File: src/rtl/jsu_pkg.sv
`timescale 1ns / 1ps
// Shared types, constants and helper functions of the JSON string unescaper.
// Depends on nothing; used by every module of the block.

package jsu_pkg;

  localparam int LEN_W     = 20;
  localparam int JOB_DEPTH = 4;
  localparam int JOB_PTR_W = $clog2(JOB_DEPTH);

  // Result kinds
  localparam logic [1:0] KIND_BYTE = 2'd0;
  localparam logic [1:0] KIND_DONE = 2'd1;
  localparam logic [1:0] KIND_ERR  = 2'd2;

  // Error codes
  localparam logic [1:0] ERR_NONE    = 2'd0;
  localparam logic [1:0] ERR_SYNTAX  = 2'd1;
  localparam logic [1:0] ERR_UNTERM  = 2'd2;
  localparam logic [1:0] ERR_ESCAPE  = 2'd3;

  // Characters
  localparam logic [7:0] CH_QUOTE  = 8'h22;
  localparam logic [7:0] CH_BSLASH = 8'h5C;
  localparam logic [7:0] CH_SLASH  = 8'h2F;
  localparam logic [7:0] CH_B      = 8'h62;
  localparam logic [7:0] CH_F      = 8'h66;
  localparam logic [7:0] CH_N      = 8'h6E;
  localparam logic [7:0] CH_R      = 8'h72;
  localparam logic [7:0] CH_T      = 8'h74;
  localparam logic [7:0] CH_U      = 8'h75;
  localparam logic [7:0] CTRL_LIM  = 8'h20;

  localparam logic [7:0] BS_CODE   = 8'h08;
  localparam logic [7:0] FF_CODE   = 8'h0C;
  localparam logic [7:0] LF_CODE   = 8'h0A;
  localparam logic [7:0] CR_CODE   = 8'h0D;
  localparam logic [7:0] TAB_CODE  = 8'h09;

  // Surrogate ranges and code point limits
  localparam logic [15:0] HI_SURR_MIN = 16'hD800;
  localparam logic [15:0] HI_SURR_MAX = 16'hDBFF;
  localparam logic [15:0] LO_SURR_MIN = 16'hDC00;
  localparam logic [15:0] LO_SURR_MAX = 16'hDFFF;
  localparam logic [20:0] SUPP_BASE   = 21'h10000;
  localparam logic [20:0] CP_1B_LIM   = 21'h80;
  localparam logic [20:0] CP_2B_LIM   = 21'h800;
  localparam logic [20:0] CP_3B_LIM   = 21'h10000;

  typedef enum logic [3:0] {
    M_IDLE    = 4'd0,
    M_STR     = 4'd1,
    M_ESC     = 4'd2,
    M_HEX1    = 4'd3,
    M_NEED_BS = 4'd4,
    M_NEED_U  = 4'd5,
    M_HEX2    = 4'd6,
    M_DRAIN   = 4'd7
  } mode_t;

  typedef struct packed {
    logic [7:0] data_byte;
    logic       input_end;
  } in_item_t;

  typedef struct packed {
    logic [1:0]       result_kind;
    logic [7:0]       out_byte;
    logic [1:0]       error_code;
    logic [LEN_W-1:0] decoded_length;
    logic             last;
  } out_item_t;

  // All results caused by one input item
  typedef struct packed {
    logic [1:0]       kind;
    logic [1:0]       nbytes_m1;
    logic [3:0][7:0]  bytes;
    logic [1:0]       error_code;
    logic [LEN_W-1:0] length;
  } job_t;

  typedef struct packed {
    logic [1:0]      nbytes_m1;
    logic [3:0][7:0] bytes;
  } utf8_t;

  // {valid, value} of an ASCII hex digit
  function automatic logic [4:0] hex_value(input logic [7:0] c);
    logic [4:0] r;
    r = 5'd0;
    if (c inside {[8'h30:8'h39]}) begin
      r = {1'b1, 4'(c - 8'h30)};
    end else if (c inside {[8'h61:8'h66]}) begin
      r = {1'b1, 4'(c - 8'h57)};
    end else if (c inside {[8'h41:8'h46]}) begin
      r = {1'b1, 4'(c - 8'h37)};
    end
    return r;
  endfunction

  // UTF-8 encoding; byte 0 goes out first
  function automatic utf8_t utf8_encode(input logic [20:0] cp);
    utf8_t r;
    r = '0;
    if (cp < CP_1B_LIM) begin
      r.nbytes_m1 = 2'd0;
      r.bytes[0]  = {1'b0, cp[6:0]};
    end else if (cp < CP_2B_LIM) begin
      r.nbytes_m1 = 2'd1;
      r.bytes[0]  = {3'b110, cp[10:6]};
      r.bytes[1]  = {2'b10, cp[5:0]};
    end else if (cp < CP_3B_LIM) begin
      r.nbytes_m1 = 2'd2;
      r.bytes[0]  = {4'b1110, cp[15:12]};
      r.bytes[1]  = {2'b10, cp[11:6]};
      r.bytes[2]  = {2'b10, cp[5:0]};
    end else begin
      r.nbytes_m1 = 2'd3;
      r.bytes[0]  = {5'b11110, cp[20:18]};
      r.bytes[1]  = {2'b10, cp[17:12]};
      r.bytes[2]  = {2'b10, cp[11:6]};
      r.bytes[3]  = {2'b10, cp[5:0]};
    end
    return r;
  endfunction

endpackage

File: src/rtl/jsu_front.sv
`timescale 1ns / 1ps
// Front end: decode state machine, one raw byte per cycle while in_accept is high;
// builds at most one job per item. Depends on jsu_pkg.

module jsu_front #(
  parameter int COUNT_WIDTH = 20
) (
  input  logic             clk,
  input  logic             rst_n,
  input  logic             in_accept,
  input  jsu_pkg::in_item_t in_item,
  output logic             job_push,
  output jsu_pkg::job_t    job
);

  jsu_pkg::mode_t           mode_r, mode_nxt;
  logic [1:0]               hex_cnt_r, hex_cnt_nxt;
  logic [15:0]              hex_acc_r, hex_acc_nxt;
  logic [9:0]               hi_bits_r, hi_bits_nxt;
  logic [COUNT_WIDTH-1:0]   count_r, count_nxt;

  logic [7:0]  c;
  logic [4:0]  hv;
  logic [15:0] acc_new;
  logic        hex_last, is_hi, is_lo;

  // events from the decoder
  logic [1:0]  fail_err;
  logic        done_ev, lit_ev, cp_ev, start_hex, digit_ev, set_hi, clr_cnt;
  logic [7:0]  lit_byte;
  logic [20:0] cp;

  jsu_pkg::utf8_t           enc;
  logic [2:0]               emit_n;
  logic [COUNT_WIDTH:0]     sum;
  logic [COUNT_WIDTH-1:0]   sat;
  logic [COUNT_WIDTH-1:0]   rep_cnt;
  logic [COUNT_WIDTH+jsu_pkg::LEN_W-1:0] rep_wide;

  assign c        = in_item.data_byte;
  assign hv       = jsu_pkg::hex_value(c);
  assign acc_new  = {hex_acc_r[11:0], hv[3:0]};
  assign hex_last = (hex_cnt_r == 2'd3);
  assign is_hi    = (acc_new >= jsu_pkg::HI_SURR_MIN) && (acc_new <= jsu_pkg::HI_SURR_MAX);
  assign is_lo    = (acc_new >= jsu_pkg::LO_SURR_MIN) && (acc_new <= jsu_pkg::LO_SURR_MAX);

  // next state and decode events
  always_comb begin
    mode_nxt  = mode_r;
    fail_err  = jsu_pkg::ERR_NONE;
    done_ev   = 1'b0;
    lit_ev    = 1'b0;
    lit_byte  = c;
    cp_ev     = 1'b0;
    cp        = 21'd0;
    start_hex = 1'b0;
    digit_ev  = 1'b0;
    set_hi    = 1'b0;
    clr_cnt   = 1'b0;
    if (in_item.input_end) begin
      case (mode_r)
        jsu_pkg::M_STR, jsu_pkg::M_ESC: begin
          fail_err = jsu_pkg::ERR_UNTERM;
          mode_nxt = jsu_pkg::M_IDLE;
        end
        jsu_pkg::M_HEX1, jsu_pkg::M_NEED_BS, jsu_pkg::M_NEED_U, jsu_pkg::M_HEX2: begin
          fail_err = jsu_pkg::ERR_ESCAPE;
          mode_nxt = jsu_pkg::M_IDLE;
        end
        default: begin
          mode_nxt = jsu_pkg::M_IDLE;
          clr_cnt  = 1'b1;
        end
      endcase
    end else begin
      case (mode_r)
        jsu_pkg::M_IDLE: begin
          clr_cnt = 1'b1;
          if (c == jsu_pkg::CH_QUOTE) begin
            mode_nxt = jsu_pkg::M_STR;
          end else begin
            fail_err = jsu_pkg::ERR_SYNTAX;
            mode_nxt = jsu_pkg::M_DRAIN;
          end
        end
        jsu_pkg::M_STR: begin
          if (c == jsu_pkg::CH_QUOTE) begin
            done_ev  = 1'b1;
            mode_nxt = jsu_pkg::M_IDLE;
          end else if (c == jsu_pkg::CH_BSLASH) begin
            mode_nxt = jsu_pkg::M_ESC;
          end else if (c < jsu_pkg::CTRL_LIM) begin
            fail_err = jsu_pkg::ERR_SYNTAX;
            mode_nxt = jsu_pkg::M_DRAIN;
          end else begin
            lit_ev = 1'b1;
          end
        end
        jsu_pkg::M_ESC: begin
          mode_nxt = jsu_pkg::M_STR;
          case (c)
            jsu_pkg::CH_QUOTE, jsu_pkg::CH_BSLASH, jsu_pkg::CH_SLASH: lit_ev = 1'b1;
            jsu_pkg::CH_B: begin
              lit_ev = 1'b1; lit_byte = jsu_pkg::BS_CODE;
            end
            jsu_pkg::CH_F: begin
              lit_ev = 1'b1; lit_byte = jsu_pkg::FF_CODE;
            end
            jsu_pkg::CH_N: begin
              lit_ev = 1'b1; lit_byte = jsu_pkg::LF_CODE;
            end
            jsu_pkg::CH_R: begin
              lit_ev = 1'b1; lit_byte = jsu_pkg::CR_CODE;
            end
            jsu_pkg::CH_T: begin
              lit_ev = 1'b1; lit_byte = jsu_pkg::TAB_CODE;
            end
            jsu_pkg::CH_U: begin
              start_hex = 1'b1;
              mode_nxt  = jsu_pkg::M_HEX1;
            end
            default: begin
              fail_err = jsu_pkg::ERR_ESCAPE;
              mode_nxt = jsu_pkg::M_DRAIN;
            end
          endcase
        end
        jsu_pkg::M_HEX1: begin
          if (!hv[4]) begin
            fail_err = jsu_pkg::ERR_ESCAPE;
            mode_nxt = jsu_pkg::M_DRAIN;
          end else begin
            digit_ev = 1'b1;
            if (hex_last) begin
              if (is_hi) begin
                set_hi   = 1'b1;
                mode_nxt = jsu_pkg::M_NEED_BS;
              end else if (is_lo) begin
                fail_err = jsu_pkg::ERR_ESCAPE;
                mode_nxt = jsu_pkg::M_DRAIN;
              end else begin
                cp_ev    = 1'b1;
                cp       = {5'd0, acc_new};
                mode_nxt = jsu_pkg::M_STR;
              end
            end
          end
        end
        jsu_pkg::M_NEED_BS: begin
          if (c == jsu_pkg::CH_BSLASH) begin
            mode_nxt = jsu_pkg::M_NEED_U;
          end else begin
            fail_err = jsu_pkg::ERR_ESCAPE;
            mode_nxt = jsu_pkg::M_DRAIN;
          end
        end
        jsu_pkg::M_NEED_U: begin
          if (c == jsu_pkg::CH_U) begin
            start_hex = 1'b1;
            mode_nxt  = jsu_pkg::M_HEX2;
          end else begin
            fail_err = jsu_pkg::ERR_ESCAPE;
            mode_nxt = jsu_pkg::M_DRAIN;
          end
        end
        jsu_pkg::M_HEX2: begin
          if (!hv[4]) begin
            fail_err = jsu_pkg::ERR_ESCAPE;
            mode_nxt = jsu_pkg::M_DRAIN;
          end else begin
            digit_ev = 1'b1;
            if (hex_last) begin
              if (is_lo) begin
                cp_ev    = 1'b1;
                cp       = jsu_pkg::SUPP_BASE + {1'b0, hi_bits_r, acc_new[9:0]};
                mode_nxt = jsu_pkg::M_STR;
              end else begin
                fail_err = jsu_pkg::ERR_ESCAPE;
                mode_nxt = jsu_pkg::M_DRAIN;
              end
            end
          end
        end
        default: mode_nxt = jsu_pkg::M_DRAIN;
      endcase
    end
  end

  assign enc = jsu_pkg::utf8_encode(cp);

  // job contents and datapath register updates
  always_comb begin
    emit_n = 3'd0;
    if (lit_ev) begin
      emit_n = 3'd1;
    end else if (cp_ev) begin
      emit_n = {1'b0, enc.nbytes_m1} + 3'd1;
    end
    sum = {1'b0, count_r} + (COUNT_WIDTH+1)'(emit_n);
    sat = sum[COUNT_WIDTH] ? {COUNT_WIDTH{1'b1}} : sum[COUNT_WIDTH-1:0];

    // an error on the opening byte reports a cleared count
    rep_cnt  = clr_cnt ? '0 : count_r;
    rep_wide = {{jsu_pkg::LEN_W{1'b0}}, rep_cnt};

    if (clr_cnt || done_ev || (fail_err != jsu_pkg::ERR_NONE)) begin
      count_nxt = '0;
    end else begin
      count_nxt = sat;
    end

    hex_cnt_nxt = hex_cnt_r;
    hex_acc_nxt = hex_acc_r;
    if (start_hex) begin
      hex_cnt_nxt = 2'd0;
      hex_acc_nxt = 16'd0;
    end else if (digit_ev) begin
      hex_cnt_nxt = hex_cnt_r + 2'd1;
      hex_acc_nxt = acc_new;
    end
    hi_bits_nxt = set_hi ? acc_new[9:0] : hi_bits_r;

    job            = '0;
    job_push       = 1'b0;
    if (fail_err != jsu_pkg::ERR_NONE) begin
      job_push       = in_accept;
      job.kind       = jsu_pkg::KIND_ERR;
      job.error_code = fail_err;
      job.length     = rep_wide[jsu_pkg::LEN_W-1:0];
    end else if (done_ev) begin
      job_push   = in_accept;
      job.kind   = jsu_pkg::KIND_DONE;
      job.length = rep_wide[jsu_pkg::LEN_W-1:0];
    end else if (lit_ev) begin
      job_push      = in_accept;
      job.kind      = jsu_pkg::KIND_BYTE;
      job.bytes[0]  = lit_byte;
    end else if (cp_ev) begin
      job_push      = in_accept;
      job.kind      = jsu_pkg::KIND_BYTE;
      job.nbytes_m1 = enc.nbytes_m1;
      job.bytes     = enc.bytes;
    end
  end

  always_ff @(posedge clk) begin
    if (!rst_n) begin
      mode_r    <= jsu_pkg::M_IDLE;
      hex_cnt_r <= 2'd0;
      hex_acc_r <= 16'd0;
      hi_bits_r <= 10'd0;
      count_r   <= '0;
    end else if (in_accept) begin
      mode_r    <= mode_nxt;
      hex_cnt_r <= hex_cnt_nxt;
      hex_acc_r <= hex_acc_nxt;
      hi_bits_r <= hi_bits_nxt;
      count_r   <= count_nxt;
    end
  end

endmodule

File: src/rtl/jsu_job_fifo.sv
`timescale 1ns / 1ps
// Short job queue between the decode front end and the result back end.
// Depends on jsu_pkg.

module jsu_job_fifo (
  input  logic          clk,
  input  logic          rst_n,
  input  logic          push,
  input  jsu_pkg::job_t push_job,
  output logic          full,
  input  logic          pop,
  output jsu_pkg::job_t head_job,
  output logic          empty
);

  jsu_pkg::job_t                   slots_r [jsu_pkg::JOB_DEPTH];
  logic [jsu_pkg::JOB_PTR_W-1:0]   wr_ptr_r, wr_ptr_nxt;
  logic [jsu_pkg::JOB_PTR_W-1:0]   rd_ptr_r, rd_ptr_nxt;
  logic [jsu_pkg::JOB_PTR_W:0]     fill_r, fill_nxt;
  logic                            do_push, do_pop;

  assign full     = (fill_r == (jsu_pkg::JOB_PTR_W+1)'(jsu_pkg::JOB_DEPTH));
  assign empty    = (fill_r == '0);
  assign do_push  = push && !full;
  assign do_pop   = pop && !empty;
  assign head_job = slots_r[rd_ptr_r];

  always_comb begin
    wr_ptr_nxt = do_push ? wr_ptr_r + 1'b1 : wr_ptr_r;
    rd_ptr_nxt = do_pop ? rd_ptr_r + 1'b1 : rd_ptr_r;
    fill_nxt   = fill_r + (jsu_pkg::JOB_PTR_W+1)'(do_push) - (jsu_pkg::JOB_PTR_W+1)'(do_pop);
  end

  always_ff @(posedge clk) begin
    if (!rst_n) begin
      wr_ptr_r <= '0;
      rd_ptr_r <= '0;
      fill_r   <= '0;
    end else begin
      wr_ptr_r <= wr_ptr_nxt;
      rd_ptr_r <= rd_ptr_nxt;
      fill_r   <= fill_nxt;
    end
  end

  always_ff @(posedge clk) begin
    if (do_push) begin
      slots_r[wr_ptr_r] <= push_job;
    end
  end

endmodule

File: src/rtl/jsu_back.sv
`timescale 1ns / 1ps
// Back end: expands each queued job into result requests, one per cycle into an output
// register while that register is empty or being popped. Depends on jsu_pkg.

module jsu_back (
  input  logic               clk,
  input  logic               rst_n,
  input  jsu_pkg::job_t      job,
  input  logic               job_empty,
  output logic               job_pop,
  output jsu_pkg::out_item_t out_item,
  output logic               empty,
  input  logic               pop
);

  logic [1:0]         idx_r, idx_nxt;
  logic               out_valid_r, out_valid_nxt;
  jsu_pkg::out_item_t out_r, out_nxt;
  logic               advance, take, last_one;

  assign advance  = !out_valid_r || pop;
  assign take     = advance && !job_empty;
  assign last_one = (idx_r == job.nbytes_m1);
  assign job_pop  = take && last_one;

  always_comb begin
    out_nxt             = '0;
    out_nxt.result_kind = job.kind;
    out_nxt.last        = last_one;
    if (job.kind == jsu_pkg::KIND_BYTE) begin
      out_nxt.out_byte = job.bytes[idx_r];
    end else begin
      out_nxt.error_code     = job.error_code;
      out_nxt.decoded_length = job.length;
    end
    idx_nxt       = take ? (last_one ? 2'd0 : idx_r + 2'd1) : idx_r;
    out_valid_nxt = take ? 1'b1 : (pop ? 1'b0 : out_valid_r);
  end

  always_ff @(posedge clk) begin
    if (!rst_n) begin
      idx_r       <= 2'd0;
      out_valid_r <= 1'b0;
    end else begin
      idx_r       <= idx_nxt;
      out_valid_r <= out_valid_nxt;
    end
  end

  always_ff @(posedge clk) begin
    if (take) begin
      out_r <= out_nxt;
    end
  end

  assign out_item = out_r;
  assign empty    = !out_valid_r;

endmodule

File: src/rtl/json_string_unescape.sv
`timescale 1ns / 1ps
// JSON string unescaper: top level tying front end, job queue and back end together.
// Depends on jsu_pkg, jsu_front, jsu_job_fifo, jsu_back.

// Feed the bytes of one JSON string literal, opening quote first, one byte per
// push request; an input_end request marks the end of the source. The block
// takes one input request every cycle while full is low: the front end decodes
// the byte combinationally and writes all results it causes (up to four
// UTF-8 bytes, or a completion or error report) as one job into a four-entry
// queue. The back end drains that queue one result request per cycle into an
// output register while that register is empty or being popped; full rises
// only when the result side falls behind by four jobs. Results appear in order
// with last marking the final result of each input item. After an error, bytes
// already delivered for that string are void and input is discarded until an
// input_end request. decoded_length saturates at 2^COUNT_WIDTH-1 and carries
// its low 20 bits. No clearing pass after reset.

module json_string_unescape #(
  parameter int COUNT_WIDTH = 20
) (
  input  logic               clk,
  input  logic               rst_n,
  // input queue side
  input  logic               push,
  input  jsu_pkg::in_item_t  in_item,
  output logic               full,
  // result queue side
  output logic               empty,
  input  logic               pop,
  output jsu_pkg::out_item_t out_item
);

  logic          in_accept;
  logic          job_push, job_pop, job_empty;
  jsu_pkg::job_t job_in, job_head;

  // a request is taken whenever the job queue has room
  assign in_accept = push && !full;

  jsu_front #(
    .COUNT_WIDTH(COUNT_WIDTH)
  ) u_front (
    .clk      (clk),
    .rst_n    (rst_n),
    .in_accept(in_accept),
    .in_item  (in_item),
    .job_push (job_push),
    .job      (job_in)
  );

  // decouples per-byte decode from multi-cycle result expansion
  jsu_job_fifo u_fifo (
    .clk     (clk),
    .rst_n   (rst_n),
    .push    (job_push),
    .push_job(job_in),
    .full    (full),
    .pop     (job_pop),
    .head_job(job_head),
    .empty   (job_empty)
  );

  jsu_back u_back (
    .clk      (clk),
    .rst_n    (rst_n),
    .job      (job_head),
    .job_empty(job_empty),
    .job_pop  (job_pop),
    .out_item (out_item),
    .empty    (empty),
    .pop      (pop)
  );

endmodule

File: config.mk
export PLATFORM = sky130hd
export DESIGN_NAME = json_string_unescape
export DESIGN_NICKNAME = d
export VERILOG_FILES = /design/src/rtl/jsu_pkg.sv /design/src/rtl/jsu_front.sv /design/src/rtl/jsu_job_fifo.sv /design/src/rtl/jsu_back.sv /design/src/rtl/json_string_unescape.sv
export SDC_FILE = /design/constraint.sdc
export NUM_CORES = 1
export LEC_CHECK = 0
export BUFFER_PORTS_ARGS = -buffer_cell sky130_fd_sc_hd__clkbuf_2
export CAP_MARGIN = 20
export CORE_MARGIN = 3
export CORE_UTILIZATION = 37
export CTS_BUF_LIST = sky130_fd_sc_hd__clkbuf_4
export CTS_CLUSTER_DIAMETER = 200
export DETAILED_ROUTE_END_ITERATION = 6
export GPL_ROUTABILITY_DRIVEN = 0
export GPL_TIMING_DRIVEN = 1
export PLACE_DENSITY = 0.64
export SLEW_MARGIN = 20
export SYNTH_ARGS = -nofsm -noshare
export SYNTH_HDL_FRONTEND = slang
export SYNTH_SLANG_ARGS = --single-unit
File: constraint.sdc
create_clock -name clk -period 5.5 [get_ports clk]
set_clock_uncertainty 0.15 [all_clocks]
set_input_delay 0.55 -clock clk [delete_from_list [all_inputs] [get_ports clk]]
set_output_delay 0.55 -clock clk [all_outputs]
set_load 0.005 [all_outputs]
== After elaboration in Yosys (flattened, before gate mapping) ==
Memory sizes are Yosys's and may differ from the RTL's. A register that Yosys moved wholly into a read port is not among the register bits.
Cells that the tools add are included.

* Output and inout bits: 35
* Word-level logic and storage cells: 218
* Memories kept: 1
* Bits of input ports: 13
* RAM bits: 232
* Bits in registers: 91

* $lt $le $gt $ge: 15
* Muxes and demuxes: 122
* Equal/unequal tests: 21
* Reduce and logical (&&, ||, !) cells: 32
* Add/sub/neg operators: 12

{| class="wikitable"
|+ Memory list
! name !! depth !! width !! rd ports !! clocked after Yosys merged registers in !! write ports !! line !! source
|-
| u_fifo.slots_r || 4 || 58 || 1 || 1 || 1 || jsu_job_fifo.sv:16 || <nowiki>jsu_pkg::job_t slots_r [jsu_pkg::JOB_DEPTH];</nowiki>
|}

{| class="wikitable"
|+ Operators by type and width
! operator !! count
|-
| $mux W21 || 7
|-
| $mux W34 || 3
|-
| $mux W20 || 5
|-
| $eq A8 B7 Y1 const B || 7
|-
| $mux W2 || 25
|-
| $mux W16 || 3
|-
| $mux W8 || 6
|-
| $mux W1 || 42
|-
| $pmux W21 S2 || 1
|-
| $pmux W8 S5 || 1
|-
| $mux W4 || 9
|-
| $ge A16 B16 Y1 const B || 2
|-
| $le A16 B16 Y1 const B || 2
|-
| $pmux W4 S7 || 1
|-
| $mux W26 || 1
|-
| $mux W12 || 2
|-
| $mux W24 || 1
|-
| $mux W22 || 1
|-
| $add A17 B20 Y21 const A || 1
|-
| $add A20 B3 Y21 || 1
|-
| $lt A21 B12 Y1 const B || 1
|-
| $lt A21 B17 Y1 const B || 1
|-
| $lt A21 B8 Y1 const B || 1
|-
| $bmux W8 S2 || 1
|-
| other kinds (41) || 77
|}

== Logic depth before layout (Yosys ltp) ==
Gate-level depths: netlist (run 1).

* Depth after elaboration: 23
* Mapped depth: 20
* Gate-level depth less buffers: 18

== Modules after synthesis ==
A second synthesis (run 1) with hierarchy kept.

* Cell total of the unflattened synthesis: 1,060
* Area total of the unflattened synthesis: 14,834.2 µm²

{| class="wikitable"
|+ Modules (own cells, without submodules)
! module !! area each (µm²) !! instances !! sequential area each (µm²) !! cells an instance
|-
| jsu_job_fifo || 8,869.8 || 1 || 7,146.9 || 353
|-
| jsu_front || 4,367.9 || 1 || 940.9 || 605
|-
| jsu_back || 1,582.8 || 1 || 1,051.0 || 101
|-
| json_string_unescape || 13.8 || 1 || 0.0 || 1
|}

== Least setup slack after synthesis (run 1) ==
No wires, ideal clock.

* Kind: in2reg
* From: in in_item[1] (netlist name)
* To: reg u_front.count_r[5]
* Path buffers: 2
* Data arrival time: 4.344 ns
* Cell stages on the path: 19
* Path slack: 0.927 ns
* Library setup time: 0.079 ns
* Path through: inv_1 -> ha_1 -> or3b_2 -> nand4_1 -> a21oi_4 -> nand2_1 -> clkbuf_1 -> a21boi_0 -> ha_1 -> and2_1 -> fa_1 -> a21o_1 -> nand4_1 -> nor4_1 -> nand3_1 -> clkbuf_1 -> o31ai_1 -> nand3_1 -> o211ai_1

* Longest elaborated chain between the ends: 23
* Elaborated cells between the ends (all ways): 92

{| class="wikitable"
|+ RTL lines
! what !! line !! source
|-
| from (decl) || json_string_unescape.sv:25 || <nowiki>input jsu_pkg::in_item_t in_item,</nowiki>
|-
| $ge A8 B7 Y1 or $le A8 B7 Y1 (tied branches) || jsu_pkg.sv:96 || <nowiki>end else if (c inside {[8'h41:8'h46]}) begin</nowiki>
|-
| $logic_and A1 B1 Y1 || jsu_pkg.sv:96 ||
|-
| $mux W5 || jsu_pkg.sv:96 ||
|-
| $mux W5 || jsu_pkg.sv:94 || <nowiki>end else if (c inside {[8'h61:8'h66]}) begin</nowiki>
|-
| $mux W5 || jsu_pkg.sv:92 || <nowiki>if (c inside {[8'h30:8'h39]}) begin</nowiki>
|-
| $ge A16 B16 Y1 or $le A16 B16 Y1 (tied branches) || jsu_front.sv:45 || <nowiki>assign is_lo = (acc_new >= jsu_pkg::LO_SURR_MIN) && (acc_new <= jsu_pkg::LO_SURR_MAX);</nowiki>
|-
| $logic_and A1 B1 Y1 || jsu_front.sv:45 ||
|-
| $mux W16 || jsu_front.sv:138 || <nowiki>end else if (is_lo) begin</nowiki>
|-
| [... 7 more ...] || - ||
|-
| $mux W2 || jsu_pkg.sv:109 || <nowiki>end else if (cp < CP_2B_LIM) begin</nowiki>
|-
| $mux W2 || jsu_pkg.sv:106 || <nowiki>if (cp < CP_1B_LIM) begin</nowiki>
|-
| $add A2 B1 Y3 || jsu_front.sv:197 || <nowiki>emit_n = {1'b0, enc.nbytes_m1} + 3'd1;</nowiki>
|-
| $mux W3 || jsu_front.sv:196 || <nowiki>end else if (cp_ev) begin</nowiki>
|-
| $mux W3 || jsu_front.sv:194 || <nowiki>if (lit_ev) begin</nowiki>
|-
| $add A20 B3 Y21 || jsu_front.sv:199 || <nowiki>sum = {1'b0, count_r} + (COUNT_WIDTH+1)'(emit_n);</nowiki>
|-
| $mux W20 || jsu_front.sv:200 || <nowiki>sat = sum[COUNT_WIDTH] ? {COUNT_WIDTH{1'b1}} : sum[COUNT_WIDTH-1:0];</nowiki>
|-
| $mux W20 * || jsu_front.sv:206 || <nowiki>if (clr_cnt || done_ev || (fail_err != jsu_pkg::ERR_NONE)) begin</nowiki>
|-
| to (signal assigned) || jsu_front.sv:258 || <nowiki>count_r <= count_nxt;</nowiki>
|-
| to (decl) || jsu_front.sv:20 || <nowiki>logic [COUNT_WIDTH-1:0] count_r, count_nxt;</nowiki>
|}

Every way passes the cells marked *; elsewhere a longest branch is shown, timed or not.
A chain may end at the register's enable or synchronous reset.

== Final worst setup path (run 1) ==
* From: reg u_front.mode_r[2]
* To: reg u_front.count_r[6]

* Longest elaborated chain between the ends: 13
* Elaborated cells between the ends (all ways): 39

{| class="wikitable"
|+ RTL lines
! what !! line !! source
|-
| from (decl) || jsu_front.sv:16 || <nowiki>jsu_pkg::mode_t mode_r, mode_nxt;</nowiki>
|-
| from (signal assigned) || jsu_front.sv:248 || <nowiki>mode_r <= jsu_pkg::M_IDLE;</nowiki>
|-
| from (signal assigned) || jsu_front.sv:254 || <nowiki>mode_r <= mode_nxt;</nowiki>
|-
| $eq A4 B3 Y1 or $eq A4 B2 Y1 (tied branches) || jsu_front.sv:61, jsu_front.sv:76 ||
|-
| $pmux W21 S2 || jsu_front.sv:76 || <nowiki>case (mode_r)</nowiki>
|-
| $mux W21 || jsu_front.sv:60 || <nowiki>if (in_item.input_end) begin</nowiki>
|-
| $lt A21 B17 Y1 || jsu_pkg.sv:113 || <nowiki>end else if (cp < CP_3B_LIM) begin</nowiki>
|-
| $mux W1 || jsu_pkg.sv:113 ||
|-
| $mux W2 || jsu_pkg.sv:109 ||
|-
| $mux W2 || jsu_pkg.sv:106 ||
|-
| $add A2 B1 Y3 || jsu_front.sv:197 ||
|-
| $mux W3 || jsu_front.sv:196 ||
|-
| $mux W3 || jsu_front.sv:194 ||
|-
| $add A20 B3 Y21 || jsu_front.sv:199 ||
|-
| $mux W20 || jsu_front.sv:200 ||
|-
| $mux W20 * || jsu_front.sv:206 ||
|}

Marked as above.

==> results.sh, run 1 <==
export IMPL_post_place_ws_ps=447
export IMPL_synthFlopType="edfxtp_1"
export IMPL_cts_tree="built"
export IMPL_ys_ff_latch=308
export IMPL_pwr_density_cell_nw_per_um2=404
export IMPL_endpoint_kind="flip-flop"
export IMPL_startpoint="u_front.mode_r[2]"
export IMPL_postCtsResizedCells=0
export IMPL_syn_cell_area_um2=13900
export IMPL_maxCapViolCount=0
export IMPL_tightestPinTransition_ps=965
export IMPL_num_vias=8904
export IMPL_hpwl_mm=19.9
export IMPL_first_pass_iters=5
export IMPL_overflow=0
export IMPL_yosys_cell_count_top_type="edfxtp_1"
export IMPL_placementRows=70
export IMPL_remaining_drc_errors=0
export IMPL_cts_root_buf="clkbuf_4"
export IMPL_cts_setup_buffers=0
export IMPL_outcome="complete, no violations"
export IMPL_die_area_um2=39900
export IMPL_grt_max_degree=55
export IMPL_track_usage_pct=15.8
export IMPL_die_w_um=200
export IMPL_h_tree_depth=3
export IMPL_numCtsBuffers=78
export IMPL_setup_ws_ps=707
export IMPL_portBuffers=47
export IMPL_cts_buffer_depth=3
export IMPL_synth_net_count=1030
export IMPL_core_um2=36800
export IMPL_hold_start="rst_n"
export IMPL_worstReg2RegStart="u_front.mode_r[2]"
export IMPL_finalCritPeriodShare_pct=87.1
export IMPL_grt_antenna_before_repair=2
export IMPL_yosysUniqueCellTypes=83
export IMPL_viasPerCell=5.49
export IMPL_synth_edf_count=249
export IMPL_hold_violations=0
export IMPL_path_class="flip-flop to flip-flop"
export IMPL_nets=1117
export IMPL_syn_inst=998
export IMPL_relSlewSlack_pct=35.2
export IMPL_cp_required_ps=5950
export IMPL_initial_utilization_pct=37.8
export IMPL_wl_mm=31.0
export IMPL_fp_dieH_um=200
export IMPL_rsz0062_at_grt="no"
export IMPL_hp_class="primary input to flip-flop"
export IMPL_ys_async_sr_fraction_pct=0
export IMPL_wl_per_cell_um=19.1
export IMPL_grt_pass1_vias=8974
export IMPL_yosysWarnings=0
export IMPL_power_mw=6.35
export IMPL_drt_iter0_drc=853
export IMPL_postCtsHoldBufs=0
export IMPL_grt_pass1_wl_mm=49.4
export IMPL_antenna_left=0
export IMPL_synthToLayoutAreaGrowth_pct=13.2
export IMPL_finalNonFillerCells=1621
export IMPL_seq_area_frac_synth_pct=62.3
export IMPL_io_pins=48
export IMPL_yosys_top_cells_count="edfxtp_1, nor2_1, mux4_2"
export IMPL_path_clk_slew_ps=80
export IMPL_arrival_ps=5240
export IMPL_crit_fanout=17
export IMPL_cp_start_kind="flip-flop"
export IMPL_p_leak_nw=5.33
export IMPL_regToRegSetupSlack_ps=710
export IMPL_synth_largest_area_cell="edfxtp_1"
export IMPL_avgSynthCellArea_um2=13.9
export IMPL_cts_sinks=308
export IMPL_place_inst=1473
export IMPL_synth_top_cell_area_share_pct=53.8
export IMPL_finalSetupViolCount=0
export IMPL_placed_cell_area_um2=14700
export IMPL_clkLatencyLatePin_ps=730
export IMPL_final_setup_tns_ps=0
export IMPL_ir_drop_mv=0.200
export IMPL_drive_gt1_share_pct=24.5
export IMPL_post_route_min_period_ps=4790
export IMPL_synth_area_leaders="edfxtp_1, mux4_2, dfxtp_1, nor2_1, ha_1"
export IMPL_stdcell_area_um2=15700
export IMPL_max_freq_mhz=209
export IMPL_drv_slew=0
-- path summary, 6_finish.rpt --
| check | depth (start not counted) | end |
|---|---|---|
| setup reg to reg | 17 | u_front.count_r[6] |
| hold / removal | 3 | u_front.count_r[16] |
| setup / recovery | 17 | u_front.count_r[6] |
| hold reg to reg | 1 | u_front.hex_cnt_r[1] |
-- per-layer routing --
layer  vias to the layer above  wire length (um)  track usage [%]
li1                       4123                 -                -
met1                      4328             13500             22.2
met2                       394             13900             23.9
met3                        59              2810             4.06
met4                         0               699             6.25
met5                         -                 0                0
-- metrics by stage --
step,util (%),hold slack (ps)
6_report,42.8,63.8
5_1_grt,42.8,16.0
4_1_cts,42.7,3.71
3_5_place_dp,39.9,315
3_3_place_gp,39.9,310
2_1_floorplan,-,295
-- cell type report --
cell class	count	area, um^2
Fill cell	3388	21100
Sequential cell	308	8660
Multi-Input combinational cell	592	4850
Clock buffer	113	848
Tap cell	468	586
Timing Repair Buffer	67	435
Clock inverter	32	199
Inverter	38	143
Antenna cell	3	7.51
-- cell usage in the layout, fill, tap and decap left out, types with 6 or more instances in the layout --
| cell | netlist | routed |
|---|---|---|
| nor3b_1 | 6 | 6 |
| o31ai_1 | 11 | 10 |
| o21ai_0 | 33 | 33 |
| nor2_1 | 65 | 63 |
| nand2_1 | 55 | 55 |
| a31oi_1 | 20 | 20 |
| a22o_1 | 14 | 14 |
| nor3_1 | 26 | 26 |
| ha_1 | 17 | 17 |
| buf_4 | 4 | 16 |
| clkinv_2 | 0 | 7 |
| xnor2_1 | 7 | 7 |
| or3_1 | 7 | 7 |
| nand4_1 | 6 | 6 |
| clkbuf_4 | 0 | 113 |
| nand2b_1 | 7 | 7 |
| nand3_1 | 23 | 23 |
| o22ai_1 | 20 | 20 |
| clkbuf_2 | 0 | 47 |
| nor2b_1 | 29 | 29 |
| clkinv_1 | 1 | 20 |
| a21oi_1 | 28 | 27 |
| edfxtp_1 | 249 | 249 |
| mux2i_1 | 13 | 13 |
| o21a_1 | 10 | 10 |
| mux4_2 | 61 | 61 |
| and2_1 | 27 | 23 |
| inv_1 | 36 | 36 |
| dfxtp_1 | 59 | 57 |
| and3_1 | 9 | 9 |
-- state kept, by name, summed over array words and instances (netlist names), named ones only --
signal / flops
u_back.idx_r: 2
u_fifo.wr_ptr_r: 2
u_fifo.rd_ptr_r: 2
u_back.out_item: 33
u_fifo.fill_r: 3
u_front.hex_cnt_r: 2
u_front.hi_bits_r: 10
u_front.mode_r: 3
u_fifo.slots_r: 216
u_front.hex_acc_r: 12
u_front.count_r: 20
u_back.out_valid_r: 1
-- report_power, final --
part           switching (mW)  internal [mW]  total, mW  leakage (nW)
logic                   0.708          0.634       1.34          1.82
clock network           0.930           1.05       1.98         0.615
registers               0.147           2.88       3.03          2.90
total                    1.78           4.57       6.35          5.33
-- kinds of logic (layout without fill, tap and decap cells) --
kind of cell	Yosys count	in the layout	synth area share, %
AOI/OAI and AO/OA	190	190	9.77
DFF	308	308	62.3
adders and majority gates	19	19	1.82
xor gates and xnor gates	11	11	0.693
and+or+nand+nor	295	295	11.3
other	0	3	0
muxes	77	77	11.1
buffers and inverters	98	250	3.03
-- worst max-delay path, stage by stage, from the launching register on --
cell and delay (ps):
dfxtp_1 360, buf_4 210, nand3b_1 310, a21oi_1 350
a22o_1 300, nor2b_1 110, nand2b_1 180, inv_2 170
a21boi_0 120, ha_1 280, and2_1 170, fa_1 240
a21o_1 180, nand4_1 150, nor4_1 390, nand3_1 580
o21a_1 290, o22ai_1 130
Note: power is estimated with default switching activity, not from simulation.
==> run 2, diff against run 1 <==
--- a/config.mk
+++ b/config.mk
@@ -5,6 +5,7 @@
 export SDC_FILE = /design/constraint.sdc
 export NUM_CORES = 1
 export LEC_CHECK = 0
+export ABC_AREA = 1
 export BUFFER_PORTS_ARGS = -buffer_cell sky130_fd_sc_hd__clkbuf_2
 export CAP_MARGIN = 20
 export CORE_MARGIN = 3
==> run 2 against run 1 <==
  * Critical path depth rose by 11
  * Sequential cell count did not move
  * Non-clock buffer count fell by 1
  * Combinational power rose by 29%
  * Count of clock-buffer cells in the layout rose by 7
  * Critical endpoint is now u_front.count_r[11]
  * Largest cell class unchanged
==> results.sh, run 2 <==
export IMPL_clkLatencyLatePin_ps=730
export IMPL_grt_max_degree=105
export IMPL_drive_gt1_share_pct=14.0
export IMPL_initial_utilization_pct=37.7
export IMPL_yosysUniqueCellTypes=42
export IMPL_synth_net_count=1511
export IMPL_io_pins=48
export IMPL_grt_pass1_wl_mm=55.4
export IMPL_p_leak_nw=6.26
export IMPL_crit_buf_inv=6
export IMPL_synthFlopType="edfxtp_1"
export IMPL_synth_edf_count=249
export IMPL_yosys_top_cells_count="edfxtp_1, nand2_1, nor2_1"
export IMPL_p_switching_mw=2.28
export IMPL_hpwl_mm=21.6
export IMPL_grt_antenna_before_repair=2
export IMPL_largest_register_ffs=216
export IMPL_crit_top_cell="nand2_1"
export IMPL_cpLargestDelayFamily="simple AND/OR/NAND/NOR gates"
export IMPL_regToRegSetupSlack_ps=650
export IMPL_finalCritPeriodShare_pct=88.1
export IMPL_outcome="complete, no violations"
export IMPL_stdcell_area_um2=16100
export IMPL_numCtsBuffers=82
export IMPL_avgSynthCellArea_um2=9.63
export IMPL_placementRows=71
export IMPL_portBuffers=47
export IMPL_viasPerCell=5.10
export IMPL_synthToLayoutAreaGrowth_pct=13.0
export IMPL_finalSetupViolCount=0
export IMPL_register_area_um2=8660
export IMPL_rsz0062_at_grt="no"
export IMPL_pwr_density_cell_nw_per_um2=425
export IMPL_relSlewSlack_pct=30.4
export IMPL_ys_async_sr_fraction_pct=0
export IMPL_hold_violations=0
export IMPL_antenna_left=0
export IMPL_die_w_um=202
export IMPL_h_tree_depth=3
export IMPL_seq_area_frac_synth_pct=60.8
export IMPL_drv_slew=0
export IMPL_combPwrFrac_pct=25.3
export IMPL_yosysWarnings=0
export IMPL_final_common_cell="edfxtp_1"
export IMPL_tightestPinTransition_ps=1040
export IMPL_maxCapViolCount=0
export IMPL_yosys_cell_count_top_type="edfxtp_1"
export IMPL_post_place_ws_ps=290
export IMPL_placed_cell_area_um2=15000
export IMPL_fp_dieH_um=202
export IMPL_syn_cell_area_um2=14200
export IMPL_multiInputGateArea_um2=4710
export IMPL_max_freq_mhz=206
export IMPL_path_clk_slew_ps=60
export IMPL_grt_pass1_vias=10400
export IMPL_syn_inst=1479
export IMPL_final_util_pct=42.6
export IMPL_cp_required_ps=5950
export IMPL_wl_mm=34.8
export IMPL_cts_root_buf="clkbuf_4"
export IMPL_cts_buffer_depth=3
export IMPL_ys_ff_latch=308
export IMPL_switching_share_pct=33.4
export IMPL_synth_largest_area_cell="edfxtp_1"
export IMPL_track_usage_pct=16.9
export IMPL_synth_area_leaders="edfxtp_1, dfxtp_1, nand2_1, o21ai_0, nor2_1"
export IMPL_cp_start_kind="flip-flop"
export IMPL_fill_cells=3667
export IMPL_max_stage_delay_ps=500
export IMPL_setup_ws_ps=654
export IMPL_final_setup_tns_ps=0
export IMPL_die_area_um2=40900
export IMPL_crit_fanout=35
export IMPL_cp_slowest_cell="ha_1"
export IMPL_postCtsHoldBufs=0
export IMPL_post_route_min_period_ps=4850
export IMPL_first_pass_iters=5
export IMPL_cts_setup_buffers=0
export IMPL_endpoint_kind="flip-flop"
export IMPL_power_mw=6.83
export IMPL_hp_class="primary input to flip-flop"
export IMPL_layout_common_cells="edfxtp_1, nand2_1, nor2_1"
export IMPL_remaining_drc_errors=0
export IMPL_synth_top_cell_area_share_pct=52.5
export IMPL_num_vias=10900
export IMPL_overflow=0
export IMPL_wl_per_cell_um=16.3
export IMPL_arrival_ps=5300
export IMPL_path_class="flip-flop to flip-flop"
export IMPL_core_um2=37800
export IMPL_cts_tree="built"
export IMPL_p_int_mw=4.55
export IMPL_ir_drop_mv=0.439
export IMPL_p_seq_share_pct=45.2
export IMPL_drt_iter0_drc=836
export IMPL_postCtsResizedCells=0
export IMPL_clkPwrFrac_pct=29.5
export IMPL_nets=1587
export IMPL_regMostFlops="u_fifo.slots_r"
export IMPL_cts_sinks=308
==> run 2: cell types whose count changed in the layout (fill, tap and decap cells not counted), sizes merged, moves of 13 or more <==
| cell | change |
|---|---|
| a21oi | +55 |
| a22o | -14 |
| and2 | -27 |
| inv | +115 |
| mux2i | -13 |
| mux4 | -61 |
| nand2 | +180 |
| nand3 | +46 |
| nor2 | +139 |
| nor2b | -29 |
| o21ai | +129 |
| o22ai | +24 |
==> run 2: logic make-up (layout without fill, tap and decap cells) <==
| family | Yosys count | count (layout) | share of synthesized area [%] |
|---|---|---|---|
| DFF | 308 | 308 | 60.8 |
| other | 0 | 1 | 0 |
| and+or+nand+nor | 572 | 572 | 17.0 |
| buffers and inverters | 230 | 367 | 6.44 |
| AOI/OAI and AO/OA | 333 | 333 | 12.9 |
| adders and majority gates | 19 | 19 | 1.78 |
| xor gates and xnor gates | 17 | 17 | 1.05 |
==> run 2: cell type report <==
| class | instances | area share, % |
|---|---|---|
| Antenna cell | 1 | 0.0156 |
| Timing Repair Buffer | 66 | 2.66 |
| Clock inverter | 25 | 0.988 |
| Inverter | 156 | 3.64 |
| Multi-Input combinational cell | 941 | 29.3 |
| Clock buffer | 120 | 5.60 |
| Tap cell | 511 | 3.98 |
| Sequential cell | 308 | 53.8 |
==> run 2: tightest hold or removal path, stage by stage <==
cell and delay (ps):
clkbuf_2 150, nor2_1 90, nand2_1 70, a21oi_1 50
==> run 2: metal layers <==
layer	global-route usage [%]	share of wire, %	up-vias
met3	3.54	7.6	48
met2	26.3	45	401
met5	0	0	-
li1	-	-	5321
met1	23.5	45	5087
met4	5.94	1.7	0
==> run 2: power by group through the flow <==
stage | Sequential (mW) | Combinational (mW) | Clock [mW]
4_1_cts | 3.09 | 1.76 | 2.07
3_3_place_gp | 3.13 | 1.72 | 0
5_1_grt | 3.12 | 1.96 | 2.21
3_5_place_dp | 3.14 | 1.75 | 0
2_1_floorplan | 3.11 | 1.13 | 0
6_report | 3.09 | 1.73 | 2.02
==> run 2: stage by stage <==
| stage | hold WS (ps) | std cells |
|---|---|---|
| 2_1_floorplan | 274 | 1479 |
| 3_3_place_gp | 287 | 1982 |
| 3_5_place_dp | 289 | 1982 |
| 4_1_cts | 9.08 | 2127 |
| 5_1_grt | 51.9 | 2128 |
| 6_report | 85.5 | 2128 |
==> run 2: path summary, 6_finish.rpt <==
| check | from | endpoint | cells after the start |
|---|---|---|---|
| min reg2reg | u_front.hi_bits_r[2] | u_front.hi_bits_r[2] | 2 |
| max | u_front.hex_cnt_r[0] | u_front.count_r[11] | 28 |
| min | in_item[0] | u_front.mode_r[2] | 4 |
| max reg2reg | u_front.hex_cnt_r[0] | u_front.count_r[11] | 28 |
==> run 3, diff against run 2 <==
--- a/config.mk
+++ b/config.mk
@@ -6,6 +6,7 @@
 export NUM_CORES = 1
 export LEC_CHECK = 0
 export ABC_AREA = 1
+export ABC_CLOCK_PERIOD_IN_PS = 5500
 export BUFFER_PORTS_ARGS = -buffer_cell sky130_fd_sc_hd__clkbuf_2
 export CAP_MARGIN = 20
 export CORE_MARGIN = 3
@@ -15,7 +16,6 @@
 export DETAILED_ROUTE_END_ITERATION = 6
 export GPL_ROUTABILITY_DRIVEN = 0
 export GPL_TIMING_DRIVEN = 1
-export PLACE_DENSITY = 0.64
 export SLEW_MARGIN = 20
 export SYNTH_ARGS = -nofsm -noshare
 export SYNTH_HDL_FRONTEND = slang
==> run 3 against run 2 <==
  * Combinational power is essentially flat
  * Sequential power barely moved
  * Register-to-register slack better by 120 ps
  * Hold slack gained 22 ps
  * Non-clock buffer count is 1 higher
  * Routed wire length up 3.2%
  * Fmax grew 2.5%
  * Utilization rose by 0.28 points
  * Die area is the same
  * Final cell count increased by 0.47%
  * Via count increased by 1.3%
  * Critical endpoint unchanged
==> results.sh, run 3 (synthesized netlist as in run 2, its figures left out) <==
export IMPL_postCtsHoldBufs=0
export IMPL_drt_iter0_drc=965
export IMPL_cts_tree="built"
export IMPL_overflow=0
export IMPL_layout_common_cells="edfxtp_1, nand2_1, nor2_1"
export IMPL_post_route_min_period_ps=4730
export IMPL_remaining_drc_errors=0
export IMPL_arrival_ps=5230
export IMPL_first_pass_iters=6
export IMPL_wl_mm=35.9
export IMPL_portBuffers=47
export IMPL_nets=1591
export IMPL_stdcell_area_um2=16200
export IMPL_die_w_um=202
export IMPL_initial_utilization_pct=37.7
export IMPL_track_usage_pct=17.5
export IMPL_largest_register_ffs=216
export IMPL_final_common_cell="edfxtp_1"
export IMPL_drv_slew=0
export IMPL_grt_use_met2_pct=25.8
export IMPL_postCtsResizedCells=0
export IMPL_h_tree_depth=3
export IMPL_final_util_pct=42.9
export IMPL_crit_fanout=16
export IMPL_grt_use_met1_pct=25.3
export IMPL_crit_top_cell="nand2_1"
export IMPL_cts_buffer_depth=3
export IMPL_grt_max_degree=79
export IMPL_antenna_left=0
export IMPL_hold_violations=0
export IMPL_path_class="flip-flop to flip-flop"
export IMPL_tightestPinTransition_ps=963
export IMPL_ir_drop_mv=0.269
export IMPL_cp_required_ps=6010
export IMPL_wl_per_cell_um=16.8
export IMPL_fp_dieH_um=202
export IMPL_finalCritPeriodShare_pct=86.0
export IMPL_hpwl_mm=22.3
export IMPL_fill_cells=3690
export IMPL_drive_gt1_share_pct=14.7
export IMPL_num_vias=11000
export IMPL_core_um2=37800
export IMPL_numCtsBuffers=85
export IMPL_cts_root_buf="clkbuf_4"
export IMPL_maxCapViolCount=0
export IMPL_endpoint_kind="flip-flop"
export IMPL_outcome="complete, no violations"
export IMPL_viasPerCell=5.14
export IMPL_cts_setup_buffers=0
export IMPL_die_area_um2=40900
export IMPL_grt_pass1_vias=10400
export IMPL_max_freq_mhz=212
export IMPL_cp_start_kind="flip-flop"
export IMPL_power_mw=7.01
export IMPL_grt_pass1_wl_mm=56.8
export IMPL_placed_cell_area_um2=15000
export IMPL_regMostFlops="u_fifo.slots_r"
export IMPL_max_stage_delay_ps=520
export IMPL_synthToLayoutAreaGrowth_pct=13.7
export IMPL_rsz0062_at_grt="no"
export IMPL_relSlewSlack_pct=35.1
export IMPL_hp_class="primary input to flip-flop"
export IMPL_cts_sinks=308
export IMPL_pwr_density_cell_nw_per_um2=433
export IMPL_whs_ps=107
export IMPL_clkLatencyLatePin_ps=730
export IMPL_cp_slowest_cell="ha_1"
export IMPL_final_setup_tns_ps=0
export IMPL_grt_antenna_before_repair=1
export IMPL_io_pins=48
export IMPL_placementRows=71
export IMPL_finalSetupViolCount=0
export IMPL_top_usage_layer="met2"
export IMPL_p_leak_nw=6.32
export IMPL_path_clk_slew_ps=60
export IMPL_grtUsageMet3_pct=4.07
==> run 3: cell count changes in the layout (fill, tap and decap cells not counted) <==
cell / previous run / this run
clkinv_2: 7 / 6
buf_4: 15 / 17
clkbuf_4: 120 / 132
clkinv_4: 0 / 1
inv_2: 7 / 6
dfxtp_4: 0 / 1
clkinv_1: 17 / 14
bufinv_16: 2 / 3
dfxtp_2: 1 / 0
buf_12: 4 / 3
==> run 3: power by group <==
group | total, mW | leakage, nW | internal [mW] | switching (mW)
sequential | 3.10 | 2.92 | 2.95 | 0.154
combinational | 1.74 | 2.71 | 0.501 | 1.23
clock | 2.17 | 0.695 | 1.23 | 0.935
total | 7.01 | 6.32 | 4.68 | 2.32
==> run 3: through the flow <==
stage	std cells	setup WS, ps
finish	2138	772
global route	2138	227
CTS	2137	766
detailed placement	1983	370
global placement	1983	626
floorplan	1479	649
==> run 3: cell type report <==
type                       count  area [um^2]  area share (%)
inverter                     156          586            3.62
sequential                   308         8660            53.5
multi-input combinational    941         4710            29.1
tap                          511          639            3.95
antenna                        1         2.50          0.0155
timing repair buffer          67          423            2.61
clock buffer                 132          991            6.12
clock inverter                22          178            1.10
==> run 3: path summary, 6_finish.rpt <==
kind / to / slack (ps) / start / cells after the start
setup reg to reg: u_front.count_r[11] / 770 / u_front.hex_cnt_r[0] / 28
hold / removal: u_front.mode_r[1] / 110 / in_item[0] / 4
setup / recovery: u_front.count_r[11] / 770 / u_front.hex_cnt_r[0] / 28
hold reg to reg: u_front.hi_bits_r[0] / 300 / u_front.hi_bits_r[0] / 2
==> run 3: layer usage <==
layer | vias to the layer above | wire length [um]
li1 | 5341 | -
met1 | 5213 | 16800
met2 | 380 | 15500
met3 | 65 | 2660
met4 | 0 | 863
met5 | - | 0
==> run 3: critical path, delay by kind of cell, from the launching register on <==
family / cells / cell delay (ps)
and+or+nand+nor: 18 / 2620
DFF: 1 / 340
buffers and inverters: 4 / 220
AOI/OAI and AO/OA: 3 / 320
adders and majority gates: 3 / 1030
